## src/rtl/jacobi_symbol_unit_macros.svh

```systemverilog
// ----------------------------------------------------------------------------
// jacobi symbol unit assertion macros
// concurrent assertion wrappers, compiled out when ASSERT_OFF is defined
// ----------------------------------------------------------------------------
`ifndef JACOBI_SYMBOL_UNIT_MACROS_SVH
`define JACOBI_SYMBOL_UNIT_MACROS_SVH

`ifndef ASSERT_OFF
// clocked check, suspended while reset is high
`define JSU_ASSERT(lbl, clk, rst, prop) \
   lbl: assert property (@(posedge clk) disable iff (rst) prop) \
      else $error("jsu assertion failed");
// clocked check that also holds during reset
`define JSU_ASSERT_ALWAYS(lbl, clk, prop) \
   lbl: assert property (@(posedge clk) prop) \
      else $error("jsu assertion failed");
`else
`define JSU_ASSERT(lbl, clk, rst, prop)
`define JSU_ASSERT_ALWAYS(lbl, clk, prop)
`endif

`endif

```

## src/rtl/jsu_pkg.sv

```systemverilog
// ----------------------------------------------------------------------------
// jsu_pkg
// types and constants shared by the jacobi symbol unit modules
// ----------------------------------------------------------------------------
package jsu_pkg;

   localparam int N_W   = 32;  // numerator width
   localparam int M_W   = 31;  // modulus width
   localparam int MAG_W = 33;  // magnitude of the numerator, holds 2^31 and 2^32 - n
   localparam int SYM_W = 2;

   localparam logic [SYM_W-1:0] SYM_ZERO = 2'b00;
   localparam logic [SYM_W-1:0] SYM_POS  = 2'b01;
   localparam logic [SYM_W-1:0] SYM_NEG  = 2'b11;

   typedef enum logic [2:0] {
      ST_IDLE,
      ST_INIT_MOD,
      ST_FIX,
      ST_CHECK,
      ST_CORE_MOD,
      ST_REDUCE,
      ST_DONE
   } state_type;

   typedef enum logic [2:0] {
      OP_NONE,
      OP_LOAD,
      OP_MOD_STEP,
      OP_FIX,
      OP_HALVE,
      OP_SWAP,
      OP_REDUCE,
      OP_OUT
   } dp_op_type;

   typedef struct packed {
      dp_op_type op;
   } cmd_type;

   typedef struct packed {
      logic trivial;   // incoming modulus is even or one
      logic a_zero;
      logic a_odd;
      logic mod_last;  // final step of the remainder loop
   } status_type;

endpackage

```

## src/rtl/jsu_ctrl.sv

```systemverilog
// ----------------------------------------------------------------------------
// jsu_ctrl
// sequencer for the jacobi symbol unit: handshakes and datapath commands
// ----------------------------------------------------------------------------
module jsu_ctrl
   import jsu_pkg::*;
(
   input  logic       clock,
   input  logic       reset,
   input  logic       req_valid,
   output logic       req_stall,
   output logic       rsp_valid,
   input  logic       rsp_stall,
   input  status_type status,
   output cmd_type    cmd
);

   state_type state_ff, state_in;
   logic      rsp_valid_ff, rsp_valid_in;
   logic      accept;
   logic      out_free;

   assign accept    = req_valid && (state_ff == ST_IDLE);
   assign out_free  = !rsp_valid_ff || !rsp_stall;
   assign req_stall = (state_ff != ST_IDLE);
   assign rsp_valid = rsp_valid_ff;

   always_ff @(posedge clock) begin
      if (reset) begin
         state_ff     <= ST_IDLE;
         rsp_valid_ff <= 1'b0;
      end else begin
         state_ff     <= state_in;
         rsp_valid_ff <= rsp_valid_in;
      end
   end

   // next state
   always_comb begin
      state_in = state_ff;
      case (state_ff)
         ST_IDLE: begin
            if (accept) state_in = status.trivial ? ST_DONE : ST_INIT_MOD;
         end
         ST_INIT_MOD: begin
            if (status.mod_last) state_in = ST_FIX;
         end
         ST_FIX:      state_in = ST_CHECK;
         ST_CHECK: begin
            if (status.a_zero)     state_in = ST_DONE;
            else if (status.a_odd) state_in = ST_CORE_MOD;
         end
         ST_CORE_MOD: begin
            if (status.mod_last) state_in = ST_REDUCE;
         end
         ST_REDUCE:   state_in = ST_CHECK;
         ST_DONE: begin
            if (out_free) state_in = ST_IDLE;
         end
         default:     state_in = ST_IDLE;
      endcase
   end

   // outputs
   always_comb begin
      cmd.op       = OP_NONE;
      rsp_valid_in = rsp_valid_ff && rsp_stall;
      case (state_ff)
         ST_IDLE: begin
            if (accept) cmd.op = OP_LOAD;
         end
         ST_INIT_MOD: cmd.op = OP_MOD_STEP;
         ST_FIX:      cmd.op = OP_FIX;
         ST_CHECK: begin
            if (!status.a_zero) cmd.op = status.a_odd ? OP_SWAP : OP_HALVE;
         end
         ST_CORE_MOD: cmd.op = OP_MOD_STEP;
         ST_REDUCE:   cmd.op = OP_REDUCE;
         ST_DONE: begin
            if (out_free) begin
               cmd.op       = OP_OUT;
               rsp_valid_in = 1'b1;
            end
         end
         default:     cmd.op = OP_NONE;
      endcase
   end

endmodule

```

## src/rtl/jsu_dp.sv

```systemverilog
// ----------------------------------------------------------------------------
// jsu_dp
// operand registers, bit-serial remainder unit, sign tracking and result beat
// ----------------------------------------------------------------------------
module jsu_dp
   import jsu_pkg::*;
#(
   parameter int WIDTH = 32
) (
   input  logic                    clock,
   input  logic signed [N_W-1:0]   req_n_value,
   input  logic        [M_W-1:0]   req_m_value,
   input  cmd_type                 cmd,
   output status_type              status,
   output logic signed [SYM_W-1:0] rsp_symbol,
   output logic                    rsp_bad_modulus
);

   // working width covers the numerator magnitude for the first reduction
   localparam int DW = (WIDTH > MAG_W) ? WIDTH : MAG_W;
   localparam int CW = $clog2(DW);
   localparam logic [DW-1:0] MASK     = ~({DW{1'b1}} << WIDTH);
   localparam logic [CW-1:0] CNT_LAST = CW'(DW - 1);

   logic [DW-1:0]    a_ff, a_in;     // numerator, dividend shifter while reducing
   logic [DW-1:0]    m_ff, m_in;
   logic [DW-1:0]    r_ff, r_in;     // partial remainder
   logic [CW-1:0]    cnt_ff, cnt_in;
   logic             s_ff, s_in;     // set when the symbol is negated
   logic             neg_ff, neg_in;
   logic             bad_ff, bad_in;
   logic [SYM_W-1:0] sym_ff, sym_in;
   logic             obad_ff, obad_in;

   logic [MAG_W-1:0] mag;
   logic [DW:0]      r_shift;
   logic [DW:0]      r_diff;
   logic             m_one;

   assign mag = req_n_value[N_W-1]
              ? (MAG_W'(1) << N_W) - {1'b0, req_n_value}
              : {1'b0, req_n_value};

   assign r_shift = {r_ff, a_ff[DW-1]};
   assign r_diff  = r_shift - {1'b0, m_ff};
   assign m_one   = (m_ff == DW'(1));

   assign status.trivial  = !req_m_value[0] || (req_m_value == M_W'(1));
   assign status.a_zero   = (a_ff == '0);
   assign status.a_odd    = a_ff[0];
   assign status.mod_last = (cnt_ff == CNT_LAST);

   always_comb begin
      a_in    = a_ff;
      m_in    = m_ff;
      r_in    = r_ff;
      cnt_in  = cnt_ff;
      s_in    = s_ff;
      neg_in  = neg_ff;
      bad_in  = bad_ff;
      sym_in  = sym_ff;
      obad_in = obad_ff;
      case (cmd.op)
         OP_LOAD: begin
            a_in   = DW'(mag);
            m_in   = DW'(req_m_value);
            r_in   = '0;
            cnt_in = '0;
            s_in   = 1'b0;
            neg_in = req_n_value[N_W-1];
            bad_in = !req_m_value[0];
         end
         OP_MOD_STEP: begin
            a_in   = a_ff << 1;
            r_in   = r_diff[DW] ? r_shift[DW-1:0] : r_diff[DW-1:0];
            cnt_in = cnt_ff + CW'(1);
         end
         OP_FIX: begin
            // negative numerator folds back into 0 .. m-1
            a_in = ((neg_ff && (r_ff != '0)) ? (m_ff - r_ff) : r_ff) & MASK;
            m_in = m_ff & MASK;
         end
         OP_HALVE: begin
            a_in = a_ff >> 1;
            if ((m_ff[2:0] == 3'd3) || (m_ff[2:0] == 3'd5)) s_in = !s_ff;
         end
         OP_SWAP: begin
            // reciprocity: negate when both operands are 3 mod 4
            a_in   = m_ff;
            m_in   = a_ff & MASK;
            r_in   = '0;
            cnt_in = '0;
            if ((a_ff[1:0] == 2'd3) && (m_ff[1:0] == 2'd3)) s_in = !s_ff;
         end
         OP_REDUCE: begin
            a_in = r_ff & MASK;
         end
         OP_OUT: begin
            obad_in = bad_ff;
            if (bad_ff || !m_one) sym_in = SYM_ZERO;
            else                  sym_in = s_ff ? SYM_NEG : SYM_POS;
         end
         default: begin
            a_in = a_ff;
         end
      endcase
   end

   always_ff @(posedge clock) begin
      a_ff    <= a_in;
      m_ff    <= m_in;
      r_ff    <= r_in;
      cnt_ff  <= cnt_in;
      s_ff    <= s_in;
      neg_ff  <= neg_in;
      bad_ff  <= bad_in;
      sym_ff  <= sym_in;
      obad_ff <= obad_in;
   end

   assign rsp_symbol      = sym_ff;
   assign rsp_bad_modulus = obad_ff;

endmodule

```

## src/rtl/jacobi_symbol_unit.sv

```systemverilog
// ----------------------------------------------------------------------------
// jacobi_symbol_unit
// jacobi symbol (n/m) of a signed numerator over an odd modulus
// ----------------------------------------------------------------------------
// usage
//   request channel: req_valid / req_stall with req_n_value (signed) and
//   req_m_value; a beat is taken when req_valid is high and req_stall low.
//   response channel: rsp_valid / rsp_stall with rsp_symbol (-1, 0, +1) and
//   rsp_bad_modulus, set with a zero symbol when the modulus is even.
//   one item is worked at a time; req_stall stays high while it runs.
//   an even modulus or a modulus of one goes straight to the result.
//   otherwise the first reduction runs the bit-serial remainder over
//   DW bits (DW = max(WIDTH, 33)); each euclid round then strips the
//   factors of two one at a time, swaps the operands and runs the
//   bit-serial remainder again, one quotient bit a cycle.
//   the result sits in an output register, so the next request is taken
//   while a finished beat still waits; a stalled beat holds, and the unit
//   waits at its end until the register frees.
//   reset (synchronous, active high) clears the sequencer and rsp_valid.
// ----------------------------------------------------------------------------
`include "jacobi_symbol_unit_macros.svh"

module jacobi_symbol_unit
   import jsu_pkg::*;
#(
   parameter int WIDTH = 32
) (
   input  logic                    clock,
   input  logic                    reset,
   input  logic                    req_valid,
   output logic                    req_stall,
   input  logic signed [N_W-1:0]   req_n_value,
   input  logic        [M_W-1:0]   req_m_value,
   output logic                    rsp_valid,
   input  logic                    rsp_stall,
   output logic signed [SYM_W-1:0] rsp_symbol,
   output logic                    rsp_bad_modulus
);

   cmd_type    cmd;
   status_type status;

   jsu_ctrl u_ctrl (
      .clock     (clock),
      .reset     (reset),
      .req_valid (req_valid),
      .req_stall (req_stall),
      .rsp_valid (rsp_valid),
      .rsp_stall (rsp_stall),
      .status    (status),
      .cmd       (cmd)
   );

   jsu_dp #(
      .WIDTH (WIDTH)
   ) u_dp (
      .clock           (clock),
      .req_n_value     (req_n_value),
      .req_m_value     (req_m_value),
      .cmd             (cmd),
      .status          (status),
      .rsp_symbol      (rsp_symbol),
      .rsp_bad_modulus (rsp_bad_modulus)
   );

   // a taken request keeps the unit busy on the following cycle
   `JSU_ASSERT(a_busy_after_accept, clock, reset, (req_valid && !req_stall) |=> req_stall)
   // the unused symbol code 2'b10 (-2) never appears
   `JSU_ASSERT(a_symbol_code, clock, reset, rsp_valid |-> (rsp_symbol != 2'sb10))
   // an even modulus always reports a zero symbol
   `JSU_ASSERT(a_bad_zero, clock, reset, (rsp_valid && rsp_bad_modulus) |-> (rsp_symbol == SYM_ZERO))
   // the result beat is only loaded while the output register is free
   `JSU_ASSERT_ALWAYS(a_out_only_when_free, clock, (cmd.op == OP_OUT) |-> (!rsp_valid || !rsp_stall))

endmodule

```

## config.mk

```make
export PLATFORM = sky130hd
export DESIGN_NAME = jacobi_symbol_unit
export DESIGN_NICKNAME = d
export VERILOG_FILES = /design/src/rtl/jsu_pkg.sv /design/src/rtl/jsu_ctrl.sv /design/src/rtl/jsu_dp.sv /design/src/rtl/jacobi_symbol_unit.sv
export VERILOG_INCLUDE_DIRS = /design/src /design/src/rtl
export SDC_FILE = /design/constraint.sdc
export NUM_CORES = 1
export LEC_CHECK = 0
export BUFFER_PORTS_ARGS = -buffer_cell sky130_fd_sc_hd__clkbuf_2
export CAP_MARGIN = 20
export CORE_UTILIZATION = 50
export CTS_CLUSTER_DIAMETER = 60
export DETAILED_ROUTE_END_ITERATION = 12
export GPL_TIMING_DRIVEN = 0
export HOLD_SLACK_MARGIN = 0.05
export PLACE_DENSITY = 0.78
export SYNTH_ARGS = -nofsm -noshare
export SYNTH_HDL_FRONTEND = slang
export SYNTH_SLANG_ARGS = --single-unit
```

## constraint.sdc

```tcl
create_clock -name clock -period 4.24 [get_ports clock]
set_input_delay 0.212 -clock clock [delete_from_list [all_inputs] [get_ports clock]]
set_output_delay 0.212 -clock clock [all_outputs]
set_load 0.03 [all_outputs]
```

==> results by group, run 1 <==
Die
  • Starting Density: 0.5135
  • Die width: 146.8 um
  • Die area: 0.02156 sq mm
  • Core area: 0.02043 sq mm
  • Top Ports: 72
  • Row count: 52
  • Die height: 146.8 um

CTS
  • Clock buffer depth: 2
  • Worst-Skew Late Latency: 0.43 ns
  • Clock slew at reported path FFs: 0.06 ns
  • CTS buffer count: 17
  • CTS tree: yes
  • Clock sink count: 114
  • # H-tree levels: 4
  • CTS root buf: clkbuf_16

Finish
  • Share of layout cells above drive strength 1: 0.1469
  • Area growth from synthesis to layout: 12.82%
  • # fillers: 1780
  • Fin area: 0.01184 sq mm
  • Ant diodes: 0
  • Layout Nets: 1415

Detailed routing
  • DR vias/cell: 6.665
  • Vias: 10418
  • DRC violations left: 0
  • Detailed Route WL: 36210 um
  • Routed wire per std cell: 23.17 um
  • DRT Pass-1 Iters: 8
  • ANT nets after route: 0
  • Starting DRT DRC Count: 1589

Status
  • Status: finished clean

Power and ir drop
  • Clock share of power: 0.125
  • Switching share of power: 0.5018
  • Cell-internal power: 6003 uW
  • Power density over cell area: 1018 mW/mm^2
  • Peak VDD IR: 0.4832 mV
  • Switching pwr: 6046 uW
  • Total design power: 12050 uW
  • Comb power frac: 0.624
  • Lkg Pwr: 0.004784 uW
  • Reg power frac: 0.250

STA
  • Setup TNS Final: 0 ns
  • Skew final: 0.008701 ns
  • Fin crit share: 0.9949
  • Setup violators final: 0
  • Worst slew margin: 0.2708
  • Hold WS: 0.07870 ns
  • Final min period: 4.218 ns
  • Hold Violations, Final: 0
  • Max Slew Vio Count: 0
  • Peak Freq: 237.1 MHz
  • Unrepaired setup endpoints after global routing: false
  • Slew @ Worst Pin: 1.066 ns
  • Final worst slack: 0.02153 ns

Synth
  • Compound-Gate Fraction of Synth Area: 0.2338
  • EDFF count, synth: 110
  • Syn. warnings: 0
  • Avg Inst Size Synth: 8.837 sq um
  • Portion of netlist area occupied by mux cells: 0.08373
  • Synth Area in XOR/XNOR: 0.06846
  • Largest family of logic cells by synthesized area: compound AO/OA/AOI/OAI gates
  • Mapped Nets: 1322
  • Top_reg_cell synth: edfxtp_1
  • Synth Cell Area: 0.01049 sq mm
  • Yosys top cell area share: 0.3149
  • Synth top area cells: edfxtp_1 31%, ha_1 7.9%, mux2_2 5.7%
  • Library cells used by synthesis: 75
  • Seq cells post-synth: 114
  • Post-Synth Simple-Gate Area: 0.1552
  • Register area share after synthesis: 0.3225
  • Synth async-reset ratio: 0
  • Area leader, netlist: edfxtp_1
  • Post-Synth Adder-Cell Area: 0.08254
  • Cells after synthesis: 1187

Global routing
  • First-pass GRT wire length: 54360 um
  • Vias in the first global route: 9546
  • Global route overflow: 0
  • Largest net degree at the start of global routing: 40
  • Antenna violations before repair: 0
  • Total Routing Usage GR: 0.3330

Place
  • Post-DP HPWL: 27300 um
  • DP Worst Slack: 0.3617 ns
  • Placer Congestion: 1.024
  • Placed Area: 0.01121 sq mm
  • Port buffer count: 71

Critical path
  • Startpoint Class: register
  • CP Data Required Time: 4.42 ns
  • Reg2reg path depth: 12
  • Critical Path Sink Type: register
  • Reg2reg end: u_dp.a_ff[31]
  • Worst Setup Path Type: reg -> reg
  • CP max FO: 5
  • Worst Path Arrival: 4.40 ns
  • Reg2reg setup slack: 0.02 ns
  • Worst r2r src: u_dp.r_ff[2]

Min path
  • HP Class: in -> reg
  • HP Start: rsp_stall
  • Worst hold path depth: 3
  • Hold endpoint: u_ctrl.rsp_valid

Run
  • Max-cap violations: 0
## power groups by stage
stage	registers (uW)	logic, uW	clock network (uW)
2_1_floorplan	2550	5560	0
3_3_place_gp	2970	7040	0
3_5_place_dp	2960	7220	0
4_1_cts	2950	7320	1500
5_1_grt	3020	8140	1550
6_report	3020	7520	1510
## cell usage after synthesis, types with 13 or more instances
cell type	n
edfxtp_1	110
inv_1	90
nand3_1	19
nor4_1	33
mux2_2	53
a21oi_1	104
nand2_1	78
o221ai_1	17
o21a_1	13
clkbuf_1	39
o21ai_0	60
nand4_1	18
nor2_1	105
a21o_1	28
xor2_1	39
xnor2_1	43
or3_1	15
a222oi_1	17
mux2i_1	27
ha_1	66
## worst max path at each step
stage / from / end / slack (ns) / depth (start not counted)
floorplan: u_dp.r_ff[0] / u_dp.a_ff[28] / 1.02 / 12
global placement: u_ctrl.state_ff[2] / u_dp.m_ff[13] / 0.28 / 4
detailed placement: u_dp.m_ff[0] / u_dp.a_ff[24] / 0.36 / 13
CTS: u_dp.m_ff[0] / u_dp.a_ff[24] / 0.28 / 13
global route: u_dp.m_ff[1] / u_dp.r_ff[27] / 0.11 / 13
finish: u_dp.r_ff[2] / u_dp.a_ff[31] / 0.02 / 12
## state kept, by name, indices dropped and copies added, names as in the netlist
name                  count
u_dp.cnt_ff               6
u_dp.neg_ff               1
u_dp.m_ff                32
u_dp.bad_ff               1
u_dp.r_ff                33
u_dp.rsp_symbol           2
u_ctrl.rsp_valid          1
u_dp.s_ff                 1
u_ctrl.state_ff           3
u_dp.a_ff                33
u_dp.rsp_bad_modulus      1
## cells by family after synthesis
group,after synthesis
compound gates,363
xor+xnor,82
fa+ha+maj,68
buf+inv,145
flops,114
mux,81
simple gates,334
## cell usage in the layout (no fill, tap or decap), types with 15 or more instances in the layout
master,count
edfxtp_1,110
nor2_1,105
a21oi_1,104
inv_1,90
nand2_1,78
clkbuf_2,72
ha_1,66
o21ai_0,60
mux2_2,53
xnor2_1,43
clkbuf_1,39
xor2_1,39
nor4_1,33
a21o_1,28
mux2i_1,27
nand3_1,19
nand4_1,18
a222oi_1,17
o221ai_1,17
clkbuf_16,17
or3_1,15
## stage by stage
| step | instances | util |
|---|---|---|
| floorplan | 1187 | - |
| global placement | 1528 | 0.5474 |
| detailed placement | 1529 | 0.5485 |
| CTS | 1563 | 0.5790 |
| global route | 1563 | 0.5793 |
| finish | 1563 | 0.5793 |
## metal layers
layer  part of all wire  vias up  track usage
met5                  0        -            0
met4              0.050        0       0.1432
met3               0.13      156      0.08820
met2               0.42      800       0.4993
met1               0.39     4797       0.4513
li1                   -     4665            -
## worst max-delay path, cell delays in order (launching register included)
cell       delay (ns)
edfxtp_1         0.48
inv_1            0.08
ha_1             0.37
o21ai_0          0.11
a21oi_1          0.32
o21ai_0          0.30
a2111oi_0        1.01
o21ai_1          0.32
o31ai_1          0.43
a21boi_1         0.21
mux2i_1          0.16
nor2_1           0.11
o21ai_1          0.07
## area by class of cell
| class | instances | area [sq um] | area share |
|---|---|---|---|
| plain buffers | 54 | 224.0 | 0.01892 |
| clock buffers | 19 | 442.9 | 0.03742 |
| clock inverters | 13 | 160.2 | 0.01353 |
| inverters | 91 | 341.6 | 0.02886 |
| multi-input cells | 928 | 6550 | 0.5534 |
| flip-flops and latches | 114 | 3383 | 0.2859 |
| well taps | 270 | 337.8 | 0.02854 |
| repair buffers | 74 | 395.4 | 0.03341 |
## repair_timing
| item | in CTS | in global routing |
|---|---|---|
| gates resized for setup | 0 | 1 |
| buffers inserted | 0 | 0 |
| endpoints found under the hold margin | 5 | 0 |
| hold buffers | 2 | 0 |
| endpoints found under the setup margin | 0 | 1 |
(Power assumes the default switching activity.)
==> run 2, diff against run 1 <==
Settings changed: SETUP_SLACK_MARGIN from default to 0.4.
==> run 2 against run 1 <==
Net effect:
- via count increased by 1.2%
- register-to-register slack better by 0.37 ns
- die area is the same
- maximum frequency grew 9.6%
- clock power hardly changed
- core utilization rose by 0.49 points
- largest cell class unchanged
- critical path depth up 1
- hold slack improved by 0.0024 ns
==> results by group, run 2 (synthesized netlist as in run 1, its figures left out) <==
Finish
  • Sequential cell area: 0.003383 sq mm (unchanged)
  • Layout Nets: 1422 (was 1415)
  • Area growth from synthesis to layout: 13.78% (was 12.82%)
  • # fillers: 1768 (was 1780)
  • Fin area: 0.01194 sq mm (was 0.01184 sq mm)
  • Ant diodes: 0 (unchanged)
  • Largest regs: u_dp.a_ff (33), u_dp.r_ff (33), u_dp.m_ff (32) (unchanged)
  • Most frequent cells in the layout: 110 x edfxtp_1, 105 x nor2_1, 104 x a21oi_1, 90 x inv_1, 78 x nand2_1 (unchanged)
  • Share of layout cells above drive strength 1: 0.1546 (was 0.1469)
  • Commonest non-fill, non-tap cell in the layout: edfxtp_1 (unchanged)
  • Multi-input logic area: 0.006596 sq mm (was 0.006550 sq mm)

STA
  • Final worst slack: 0.3897 ns (was 0.02153 ns)
  • Skew final: 0.01137 ns (was 0.008701 ns)
  • Fin crit share: 0.9081 (was 0.9949)
  • Unrepaired setup endpoints after global routing: true (was false)
  • Setup violators final: 0 (unchanged)
  • Worst slew margin: 0.3541 (was 0.2708)
  • Hold WS: 0.08114 ns (was 0.07870 ns)
  • Slew @ Worst Pin: 0.9689 ns (was 1.066 ns)
  • Peak Freq: 259.7 MHz (was 237.1 MHz)
  • Max Slew Vio Count: 0 (unchanged)
  • Hold Violations, Final: 0 (unchanged)
  • Setup TNS Final: 0 ns (unchanged)
  • Final min period: 3.850 ns (was 4.218 ns)

Critical path
  • Startpoint Class: register (unchanged)
  • Critical Path Sink Type: register (unchanged)
  • Slowest cell delay on critical path: 0.49 ns (was 1.01 ns)
  • Worst Path Arrival: 4.15 ns (was 4.40 ns)
  • Crit-path leading delay family: compound AO/OA/AOI/OAI gates (unchanged)
  • Reg2reg path depth: 13 (was 12)
  • Worst Setup Path Type: reg -> reg (unchanged)
  • Reg2reg setup slack: 0.39 ns (was 0.02 ns)
  • CP Data Required Time: 4.54 ns (was 4.42 ns)
  • Worst r2r src: u_dp.m_ff[0] (was u_dp.r_ff[2])
  • Reg2reg end: u_dp.a_ff[28] (was u_dp.a_ff[31])
  • CP Cell Sequence: inv_1 > ha_1 > fa_1 > and2b_1 > o31a_1 > o21ai_2 > a2111o_1 > a31oi_1 > o22ai_1 > o31ai_2 > a21oi_1 > or4b_1 > nand3_1 (was inv_1 > ha_1 > o21ai_0 > a21oi_1 > o21ai_0 > a2111oi_0 > o21ai_1 > o31ai_1 > a21boi_1 > mux2i_1 > nor2_1 > o21ai_1)
  • Slowest stage cell, crit path: edfxtp_1 (was a2111oi_0)
  • CP max FO: 5 (unchanged)
  • WP buf/inv: 1 (unchanged)

Status
  • Status: finished clean (unchanged)

Power and ir drop
  • Switching pwr: 6110 uW (was 6046 uW)
  • Power density over cell area: 1019 mW/mm^2 (was 1018 mW/mm^2)
  • Reg power frac: 0.248 (was 0.250)
  • Lkg Pwr: 0.004836 uW (was 0.004784 uW)
  • Switching share of power: 0.5023 (was 0.5018)
  • Peak VDD IR: 0.4992 mV (was 0.4832 mV)
  • Clock share of power: 0.125 (about the same)
  • Cell-internal power: 6054 uW (was 6003 uW)
  • Comb power frac: 0.628 (was 0.624)

Min path
  • HP Start: rsp_stall (unchanged)
  • HP Class: in -> reg (unchanged)
  • Hold endpoint: u_ctrl.rsp_valid (unchanged)
  • Worst hold path depth: 3 (unchanged)

Place
  • Port buffer count: 71 (unchanged)
  • DP Worst Slack: 0.3617 ns (unchanged)
  • Placer Congestion: 1.024 (unchanged)
  • Post-DP HPWL: 27300 um (unchanged)
  • Placed Area: 0.01121 sq mm (unchanged)

CTS
  • CTS tree: yes (unchanged)
  • CTS root buf: clkbuf_16 (unchanged)
  • Clock slew at reported path FFs: 0.06 ns (about the same)
  • Clock sink count: 114 (unchanged)
  • Clock buffer depth: 2 (unchanged)
  • Worst-Skew Late Latency: 0.44 ns (was 0.43 ns)
  • CTS buffer count: 17 (unchanged)
  • # H-tree levels: 4 (unchanged)

Global routing
  • Total Routing Usage GR: 0.3330 (about the same)
  • Global route overflow: 0 (unchanged)
  • Vias in the first global route: 9544 (was 9546)
  • Largest net degree at the start of global routing: 40 (unchanged)
  • Antenna violations before repair: 0 (unchanged)
  • First-pass GRT wire length: 54350 um (was 54360 um)

Detailed routing
  • Routed wire per std cell: 23.19 um (was 23.17 um)
  • DRC violations left: 0 (unchanged)
  • Starting DRT DRC Count: 1510 (was 1589)
  • Vias: 10540 (was 10418)
  • Detailed Route WL: 36410 um (was 36210 um)
  • ANT nets after route: 0 (unchanged)
  • DR vias/cell: 6.713 (was 6.665)
  • DRT Pass-1 Iters: 6 (was 8)

Die
  • Core area: 0.02043 sq mm (unchanged)
  • Die area: 0.02156 sq mm (unchanged)
  • Die height: 146.8 um (unchanged)
  • Starting Density: 0.5135 (unchanged)
  • Row count: 52 (unchanged)
  • Die width: 146.8 um (unchanged)
  • Top Ports: 72 (unchanged)

Run
  • Max-cap violations: 0 (unchanged)
## run 2: worst max path at each step
stage	endpoint	cells after the start	from	slack [ns]
after floorplan	u_dp.a_ff[28]	12	u_dp.r_ff[0]	1.02
after global placement	u_dp.m_ff[13]	4	u_ctrl.state_ff[2]	0.28
after detailed placement	u_dp.a_ff[24]	13	u_dp.m_ff[0]	0.36
after CTS	u_dp.a_ff[28]	12	u_dp.r_ff[0]	0.43
after global routing	u_dp.a_ff[28]	13	u_dp.m_ff[0]	0.28
final	u_dp.a_ff[28]	13	u_dp.m_ff[0]	0.39
## run 2: final cells by class
| type | count | area share |
|---|---|---|
| Buffer | 54 | 0.01887 |
| Clock buffer | 19 | 0.03711 |
| Clock inverter | 13 | 0.01342 |
| Inverter | 91 | 0.02862 |
| Multi-Input combinational cell | 928 | 0.5527 |
| Sequential cell | 114 | 0.2835 |
| Tap cell | 270 | 0.02830 |
| Timing Repair Buffer | 81 | 0.03753 |
## run 2: worst reg2reg max path, cell delays in order (launching register included)
cell and delay, ns:
edfxtp_1 0.49, inv_1 0.11, ha_1 0.23, fa_1 0.42, and2b_1 0.25, o31a_1 0.18, o21ai_2 0.09, a2111o_1 0.47
a31oi_1 0.28, o22ai_1 0.21, o31ai_2 0.29, a21oi_1 0.13, or4b_1 0.48, nand3_1 0.08
## run 2: metal layers
metal  vias to the layer above  global-route usage  routed length (um)
met4                         0              0.1432                1894
li1                       4682                   -                   -
met3                       152             0.08820                4710
met5                         -                   0                   0
met2                       809              0.4993               15460
met1                      4897              0.4511               14340
## run 2: power by group through the flow
stage | clock network (uW) | logic, uW | registers (uW)
2_1_floorplan | 0 | 5560 | 2550
3_3_place_gp | 0 | 7040 | 2970
3_5_place_dp | 0 | 7220 | 2960
4_1_cts | 1500 | 7330 | 2950
5_1_grt | 1550 | 8260 | 3010
6_report | 1520 | 7640 | 3010
## run 2: metrics by stage
| stage | utilization | cells | total power [uW] |
|---|---|---|---|
| floorplan | - | 1187 | 8113 |
| global placement | 0.5474 | 1528 | 10010 |
| detailed placement | 0.5485 | 1529 | 10180 |
| CTS | 0.5797 | 1563 | 11770 |
| global route | 0.5842 | 1570 | 12820 |
| finish | 0.5842 | 1570 | 12160 |
## run 2: repair_timing
item / in CTS / in global routing
pin swaps: 0 / 1
endpoints found under the hold margin: 5 / 0
endpoints found under the setup margin: 9 / 38
hold buffers: 2 / 0
buffers inserted: 0 / 7
gates cloned: 0 / 0
gates resized for setup: 3 / 7
